<file path="src/sv/dual_wheel_pid_steering_assert.svh">
// ----------------------------------------------------------------------------
// Assertion macros for the two-wheel PID steering block
// Clocked assertion wrappers; they expand to nothing in synthesis.
// ----------------------------------------------------------------------------
`ifndef DUAL_WHEEL_PID_STEERING_ASSERT_SVH
`define DUAL_WHEEL_PID_STEERING_ASSERT_SVH

`ifndef SYNTHESIS
// Checked on every rising edge outside reset.
`define DWPS_ASSERT(lbl, prop, msg) \
  lbl: assert property (@(posedge clk) disable iff (!rst_n) (prop)) else $error(msg);
// Checked on every rising edge, reset included.
`define DWPS_ASSERT_RST(lbl, prop, msg) \
  lbl: assert property (@(posedge clk) (prop)) else $error(msg);
`else
`define DWPS_ASSERT(lbl, prop, msg)
`define DWPS_ASSERT_RST(lbl, prop, msg)
`endif

`endif

</file>
<file path="src/sv/dwps_pkg.sv">
// ----------------------------------------------------------------------------
// dwps_pkg
// Types, register indexes and fixed-point helpers for the steering block.
// ----------------------------------------------------------------------------
`default_nettype none

package dwps_pkg;

  localparam int unsigned DATA_W    = 32;
  localparam int unsigned CFG_IDX_W = 8;
  localparam int unsigned PROD_W    = 64;
  localparam int unsigned TERM_W    = 48;
  localparam int unsigned PSUM_W    = 50;

  // Register indexes
  localparam logic [CFG_IDX_W-1:0] REG_SETPOINT     = 8'd0;
  localparam logic [CFG_IDX_W-1:0] REG_KP_RIGHT     = 8'd1;
  localparam logic [CFG_IDX_W-1:0] REG_KI_RIGHT     = 8'd2;
  localparam logic [CFG_IDX_W-1:0] REG_KD_RIGHT     = 8'd3;
  localparam logic [CFG_IDX_W-1:0] REG_KP_LEFT      = 8'd4;
  localparam logic [CFG_IDX_W-1:0] REG_KI_LEFT      = 8'd5;
  localparam logic [CFG_IDX_W-1:0] REG_KD_LEFT      = 8'd6;
  localparam logic [CFG_IDX_W-1:0] REG_ADVANCE_STEP = 8'd7;

  // Trapezoidal step: (prev + e) * 0.01 / 2 is a divide by 200, rounded
  // half away from zero. Done as (|sum| + 100) >> 3, then times
  // ceil(2^35 / 25) and >> 35, which is exact for the 30-bit operand.
  localparam logic [6:0]  TRAP_HALF  = 7'd100;
  localparam logic [30:0] TRAP_RECIP = 31'd1374389535;

  localparam logic signed [PROD_W-1:0] Q_ROUND = 64'sd32768;

  typedef struct packed {
    logic signed [DATA_W-1:0] setpoint;
    logic signed [DATA_W-1:0] kp_right;
    logic signed [DATA_W-1:0] ki_right;
    logic signed [DATA_W-1:0] kd_right;
    logic signed [DATA_W-1:0] kp_left;
    logic signed [DATA_W-1:0] ki_left;
    logic signed [DATA_W-1:0] kd_left;
    logic signed [DATA_W-1:0] advance_step;
  } cfg_t;

  // Per-tick operands handed from the state tracker to the multipliers.
  typedef struct packed {
    logic signed [DATA_W-1:0] err;
    logic signed [DATA_W-1:0] diff;
    logic signed [DATA_W-1:0] integ;
    logic signed [DATA_W-1:0] travel;
  } trk_t;

  function automatic logic signed [DATA_W-1:0] sat32(input logic signed [PROD_W-1:0] v);
    logic signed [DATA_W-1:0] r;
    if (v > 64'sd2147483647) begin
      r = 32'sh7fffffff;
    end else if (v < -64'sd2147483648) begin
      r = 32'sh80000000;
    end else begin
      r = DATA_W'(v);
    end
    return r;
  endfunction

  // Q32.32 product to Q32.16 (48 bits), ties toward plus infinity.
  function automatic logic signed [TERM_W-1:0] qround(input logic signed [PROD_W-1:0] p);
    logic signed [PROD_W-1:0] t;
    t = p + Q_ROUND;
    return t[PROD_W-1:16];
  endfunction

endpackage

`default_nettype wire

</file>
<file path="src/sv/dwps_regs.sv">
// ----------------------------------------------------------------------------
// dwps_regs
// Configuration register file; writes to unknown indexes are dropped.
// ----------------------------------------------------------------------------
`default_nettype none

module dwps_regs (
  input  wire logic                                 clk,
  input  wire logic                                 rst_n,
  input  wire logic                                 cfg_valid,
  output logic                                      cfg_ready,
  input  wire logic [dwps_pkg::CFG_IDX_W-1:0]       cfg_index,
  input  wire logic signed [dwps_pkg::DATA_W-1:0]   cfg_data,
  output dwps_pkg::cfg_t                            cfg_o
);

  dwps_pkg::cfg_t cfg_r;
  dwps_pkg::cfg_t cfg_nxt;

  assign cfg_ready = 1'b1;
  assign cfg_o     = cfg_r;

  always_comb begin
    cfg_nxt = cfg_r;
    if (cfg_valid) begin
      unique case (cfg_index)
        dwps_pkg::REG_SETPOINT:     cfg_nxt.setpoint     = cfg_data;
        dwps_pkg::REG_KP_RIGHT:     cfg_nxt.kp_right     = cfg_data;
        dwps_pkg::REG_KI_RIGHT:     cfg_nxt.ki_right     = cfg_data;
        dwps_pkg::REG_KD_RIGHT:     cfg_nxt.kd_right     = cfg_data;
        dwps_pkg::REG_KP_LEFT:      cfg_nxt.kp_left      = cfg_data;
        dwps_pkg::REG_KI_LEFT:      cfg_nxt.ki_left      = cfg_data;
        dwps_pkg::REG_KD_LEFT:      cfg_nxt.kd_left      = cfg_data;
        dwps_pkg::REG_ADVANCE_STEP: cfg_nxt.advance_step = cfg_data;
        default: ;
      endcase
    end
  end

  always_ff @(posedge clk) begin
    if (!rst_n) begin
      cfg_r <= '0;
    end else begin
      cfg_r <= cfg_nxt;
    end
  end

endmodule

`default_nettype wire

</file>
<file path="config.mk">
export PLATFORM = sky130hd
export DESIGN_NAME = dwps_regs
export DESIGN_NICKNAME = d
export VERILOG_FILES = /design/src/sv/dual_wheel_pid_steering_assert.svh /design/src/sv/dwps_pkg.sv /design/src/sv/dwps_regs.sv
export SDC_FILE = /design/constraint.sdc
export NUM_CORES = 1
export LEC_CHECK = 0
export BUFFER_PORTS_ARGS = -buffer_cell sky130_fd_sc_hd__buf_4
export CORE_MARGIN = 3
export CORE_UTILIZATION = 42
export DETAILED_ROUTE_END_ITERATION = 7
export PLACE_DENSITY = 0.68
export SLEW_MARGIN = 15
export SYNTH_ARGS = -nofsm -noshare
export SYNTH_HDL_FRONTEND = slang
export SYNTH_SLANG_ARGS = --single-unit
</file>
<file path="constraint.sdc">
create_clock -name clk -period 4.02 [get_ports clk]
set_input_delay 0.402 -clock clk [delete_from_list [all_inputs] [get_ports clk]]
set_output_delay 0.402 -clock clk [all_outputs]
set_load 0.005 [all_outputs]
</file>
# == Yosys cells after proc, flatten, opt, wreduce, memory -nomap -nowiden ==
# Index checks and enable logic that the tools add are counted.
# word_totals
ff_bits,256
in_bits,43
elab_cells,24
# classes
eq_ne,7
reduce_logical,9
# ops
op,count
$eq A8 B3 Y1 const B,4
$eq A8 B2 Y1 const B,2
$reduce_and A2 Y1,8
$eq A8 B1 Y1 const B,1
$logic_not A8 Y1,1

# == Logic depth before layout (Yosys ltp) ==
# Gate-level depths: netlist (run 1).
# logic_depth
ltp_word,2
ltp_mapped,5

# == Least setup slack after synthesis (run 1) ==
# OpenSTA, ideal clock, no wires.
# synth_path
path_kind,input -> register
startpoint,input port cfg_index[5] (netlist bit)
endpoint,"register cfg_r, in the netlist cfg_o[129]"
setup_ns,0.073
t_arrival_ns,1.909
slack_ns,2.039
cell_stages,5
path_buffers,2
cell_sequence,or4_1 buf_2 nor4b_4 buf_6 mux2i_1
# synth_via
elab_chain_cells,2
# synth_lines
item,line_no,rtl
from (decl),dwps_regs.sv:12,"input wire logic [dwps_pkg::CFG_IDX_W-1:0] cfg_index,"
$eq A8 B2 Y1,dwps_regs.sv:26,unique case (cfg_index)
$reduce_and A2 Y1 (no source line),n/a,
to (signal assigned),dwps_regs.sv:44,cfg_r <= cfg_nxt;
to (decl),dwps_regs.sv:17,dwps_pkg::cfg_t cfg_r;
# No other way between the ends.
# A chain may end at the register's enable or synchronous reset.

# == Final worst setup path (run 1) ==
# layout_path
startpoint,input port cfg_index[5] (netlist bit)
endpoint,"register cfg_r, in the netlist cfg_o[227]"
# layout_via
elab_chain_cells,2
# layout_lines
item,line_no
$logic_not A8 Y1,dwps_regs.sv:26
$reduce_and A2 Y1 (no source line),n/a
# No other way between the ends.

==> results of run 1 <==
## power by group through the flow
stage | Combinational, mW | Sequential [mW] | Clock (mW)
floorplan | 0.0864 | 2.60 | 0
global placement | 0.169 | 2.60 | 0
detailed placement | 0.168 | 2.60 | 0
CTS | 0.169 | 2.54 | 2.77
global route | 0.180 | 2.54 | 2.89
finish | 0.166 | 2.54 | 2.74
## through the flow
step	hold WS (ns)	cells
2_1_floorplan	0.451	876
3_3_place_gp	0.443	1409
3_5_place_dp	0.447	1409
4_1_cts	0.334	1454
5_1_grt	0.383	1454
6_report	0.341	1454
## metal layers
metal	GRT usage	wire length [um]
met5	0	0
met3	0.0627	2300
met2	0.358	12600
met1	0.277	11500
met4	0.0614	705
## area by class of cell
class                           count  area, um2
Clock buffer                       34        742
Clock inverter                     11        234
Fill cell                        1877       8620
Inverter                            1       3.75
Multi-Input combinational cell    559       3800
Sequential cell                   256       5120
Tap cell                          275        344
Timing Repair Buffer              318       2420
## cell usage after synthesis
master / n / area, um2
nand2_1: 289 / 1080
dfxtp_1: 256 / 5120
mux2i_1: 256 / 2560
clkbuf_1: 34 / 128
buf_6: 9 / 101
buf_2: 8 / 40.0
buf_1: 5 / 18.8
buf_4: 4 / 30.0
nand4_1: 2 / 12.5
nor4_4: 2 / 42.5
conb_1: 1 / 3.75
inv_2: 1 / 3.75
nand3_1: 1 / 5.00
nand3b_1: 1 / 7.51
nand4b_1: 1 / 8.76
nor2_1: 1 / 3.75
nor3_4: 1 / 16.3
nor3b_1: 1 / 7.51
nor4_1: 1 / 6.26
nor4b_4: 1 / 23.8
or4_1: 1 / 7.51
## worst min-delay path: cells and delay by family
kind | cells | cell delay [ns]
buf+inv | 1 | 0.07
mux | 1 | 0.17
simple gates | 1 | 0.16
## path summary, 6_finish.rpt
path / to / cells past startpoint / slack, ns
setup / recovery: cfg_o[227] / 5 / 1.78
hold / removal: cfg_o[53] / 3 / 0.34
setup reg to reg: cfg_o[72] / 2 / 3.36
hold reg to reg: cfg_o[137] / 2 / 0.45
## kinds of logic (layout without fill, tap and decap cells)
logic type / count (synthesis) / in the layout
DFF: 256 / 256
other: 1 / 1
and+or+nand+nor: 302 / 302
buffers and inverters: 61 / 364
muxes: 256 / 256
==> metrics, run 1 <==
status=completed; delay-heaviest family, CP=simple AND/OR/NAND/NOR gates; clk root buf=clkbuf_16; PortBufs=298; vias per inst=4.93; post-route design area=0.0127 mm2; final setup fails=0; Routed Antenna Nets=0; Crit. End Element=flop; Comb pwr share=0.031; setup TNS=0 ns; via count=7170; Worst R2R Start=cfg_o[72]; Slew HR=0.398; clk_skew=0 ns; Setup crit start kind=primary input; worst hold path class=primary input to flop; GRT overflow=0; dpl cell area=0.0117 mm2; worst slew pin tran=0.894 ns; Yosys warning count=0; vias in the first global route=7085; post-synthesis simple-gate area fraction=0.133; period utilization=0.558; most frequent cells in the layout=buf_4, nand2_1, mux2i_1, dfxtp_1, clkbuf_16; Final min period=2.24 ns; Synth Instances=876; layout cells sized above 1=0.310; drt initial violations=249; crit path cell chain=buf_4, nor4_1, nand3_2, buf_4, mux2i_1; max reg flops=256; maximum clock rate=0.446 GHz; worst-path fanout max=17; Critical path buffers and inverters=2; P_sw=1.11 mW; Critical Path Most Common Cell=buf_4; Slowest-stage cell, CP=nor4_1; flops & latches, synth=256; post-synth cell types=21; Nets=1205; xor/xnor share of the synthesized area=0; Max stage delay on crit path=0.77 ns; commonest non-fill, non-tap cell in the layout=buf_4; register share of total power=0.467; Final Total Pwr=5.44 mW; CTS tree=built; RSZ-0062 raised after global routing=false; worst setup path class=primary input to flop; Total GRT Usage=0.217; DP Wirelength=18.7 mm; clk_lat worst skew=0.51 ns; first-pass GRT wire length=41.5 mm; TritonCTS Sinks=256; largest net degree at the start of global routing=112; Clk pwr share=0.503; main combinational cell family by area after synthesis=multiplexers; Mapped Area=0.00924 mm2; cts hold-fix bufs=0; fin util=0.595; H-tree depth=1; P_int=4.33 mW; power density over cell area=430 mW/mm2; gp weighted congestion=0.789; sequential area share after synthesis=0.555; die extent in x=154 um; initial antenna violation count=0; CTS clk-pin slew, worst paths=0.06 ns; Mapped Avg Cell Area=10.5 um2; CTS max path bufs=3; post-synthesis compound-gate area fraction=0; Syn-to-layout area delta=37.1%; P_leak=6.07 nW; area of the die=0.0238 mm2; n_diodes=0; Site Rows=53; sw frac=0.204; Routed WL per cell=18.7 um; Mapped Nets=919; mux share of post-synthesis cell area=0.277; post-cts sizing count=0; # Max-Cap Violations=0; Post-CTS Setup Inserts=0; Final WS setup=1.78 ns; post-place setup slack=1.27 ns; DRC viols=0; core area=0.0213 mm2; Post-Synth Adder-Cell Area=0; I/O pins=300; Max Slew Vio Count=0; DRT Pass-1 Iters=4; die height=154 um; Fin. Hold Viols=0; CP required=4.39 ns; maximum vdd drop=0.000269 V; WL final=27.1 mm; CTS Buf Count=26; Setup crit start=cfg_index[5]; critical path arrival=2.61 ns; initial core utilization=0.434; Hold Crit Start=cfg_data[21]
Note: power is estimated with default switching activity, not from simulation.
==> run 2, diff against run 1 <==
- clock period: 4.02 -> 2.1 ns (I/O delays scaled with it)
==> metrics, run 2 (synthesis gave the netlist of run 1 again) <==
Site Rows=53 (unchanged); clk_lat worst skew=0.52 ns (about the same); commonest non-fill, non-tap cell in the layout=buf_4; PortBufs=298 (unchanged); vias in the first global route=7131 (+0.65%); Total GRT Usage=0.217 (about the same); initial core utilization=0.434 (unchanged); die height=154 um (unchanged); largest net degree at the start of global routing=45 (-60%); delay-heaviest family, CP=simple AND/OR/NAND/NOR gates; Setup crit start kind=primary input; clk root buf=clkbuf_16; status=completed; Routed Antenna Nets=0 (unchanged); RSZ-0062 raised after global routing=false; power density over cell area=762 mW/mm2 (+77%); drt initial violations=205 (-18%); P_leak=6.10 nW (+0.56%); most frequent cells in the layout=buf_4, nand2_1, mux2i_1, dfxtp_1, clkbuf_16; die extent in x=154 um (unchanged); FF-to-FF path depth=2 (unchanged); setup TNS=0 ns (unchanged); GRT overflow=0 (unchanged); Fin. Hold Viols=0 (unchanged); critical path arrival=2.00 ns (-0.61 ns); TritonCTS Sinks=256 (unchanged); DP Wirelength=19.3 mm (+3.5%); cts hold-fix bufs=0 (unchanged); period utilization=0.743; initial antenna violation count=0 (unchanged); Critical path buffers and inverters=3 (+1); CTS clk-pin slew, worst paths=0.06 ns (about the same); H-tree depth=1 (unchanged); CTS max path bufs=3 (unchanged); DRC viols=0 (unchanged); Syn-to-layout area delta=37.4%; Final min period=1.56 ns; worst-path fanout max=12 (-5); area of the die=0.0238 mm2 (unchanged); Nets=1224 (+1.6%); vias per inst=4.91 (-0.41%); core area=0.0213 mm2 (unchanged); Crit. End Element=flop; CTS Buf Count=27 (+3.8%); gp weighted congestion=0.797 (+1.1%); DRT Pass-1 Iters=5 (+1); Max stage delay on crit path=0.60 ns (-0.17 ns); post-cts sizing count=0 (unchanged); Max Slew Vio Count=0 (unchanged); maximum vdd drop=0.000491 V (+82%); WL final=27.2 mm (+0.31%); Slew HR=0.542 (+0.143); CTS tree=built; Routed WL per cell=18.5 um (-0.98%); I/O pins=300 (unchanged); cell count along the critical path=6 (+1); layout cells sized above 1=0.320 (+0.00927); first-pass GRT wire length=41.6 mm (+0.28%); worst hold path class=primary input to flop; via count=7234 (+0.89%); worst slew pin tran=0.681 ns (-0.213 ns); hold slack=0.151 ns (-0.190 ns); worst setup path class=primary input to flop; CP required=2.54 ns (-1.85 ns); Critical Path Most Common Cell=buf_4; worst hold path depth=3 (unchanged); max reg flops=256 (unchanged); clk_skew=0 ns (unchanged); maximum clock rate=0.641 GHz; # Max-Cap Violations=0 (unchanged); Slowest-stage cell, CP=or4_1; n_diodes=0 (unchanged); final setup fails=0 (unchanged); crit path cell chain=buf_4, or4_1, buf_4, nor4b_4, buf_4, mux2i_1; Post-CTS Setup Inserts=0 (unchanged)
[run 2: cell count changes in the layout (fill, tap and decap cells not counted)]
cell / delta
buf_12: +3
buf_4: +15
bufinv_16: -7
clkbuf_1: +2
clkbuf_8: +3
clkinv_2: +1
clkinvlp_4: +1
inv_6: +1
[run 2: area by class of cell]
class	count	area, um2
repair buffers	336	2590
clock inverters	7	45.0
flip-flops and latches	256	5120
clock buffers	39	791
well taps	275	344
inverters	1	3.75
fillers	1825	8590
multi-input cells	559	3800
[run 2: stage by stage]
step | cells | setup slack, ns | power (mW) | utilization | instance area, um2
final | 1473 | 0.541 | 9.67 | 0.596 | 12700
after global routing | 1473 | 0.472 | 10.0 | 0.596 | 12700
after CTS | 1473 | 0.557 | 9.77 | 0.596 | 12700
after detailed placement | 1427 | 0.00703 | 5.31 | 0.557 | 11900
after global placement | 1427 | 0.0226 | 5.32 | 0.557 | 11900
after floorplan | 876 | 0.311 | 5.14 | - | 9240
[run 2: final timing paths]
path                 to         start  slack, ns
max          cfg_o[141]  cfg_index[5]       0.54
min          cfg_o[237]  cfg_data[13]       0.15
max reg2reg  cfg_o[238]    cfg_o[238]       1.45
min reg2reg   cfg_o[90]     cfg_o[90]       0.46
[run 2: tightest hold or removal path, cell delays in order]
cell and delay, ns:
buf_4 0.08, nand2_1 0.17, mux2i_1 0.17
[run 2: layer usage]
metal  vias up  wire, um  track usage
met5         -         0            0
met4         0       618       0.0568
met3        38      2320       0.0624
met2       253     12500        0.353
met1      3433     11800        0.284
li1       3510         -            -
[run 2: power breakdown]
group / internal, mW / switching (mW) / leakage, nW
clock: 2.60 / 1.87 / 0.414
combinational: 0.112 / 0.227 / 3.63
sequential: 4.86 / 0.00345 / 2.06
total: 7.57 / 2.10 / 6.10
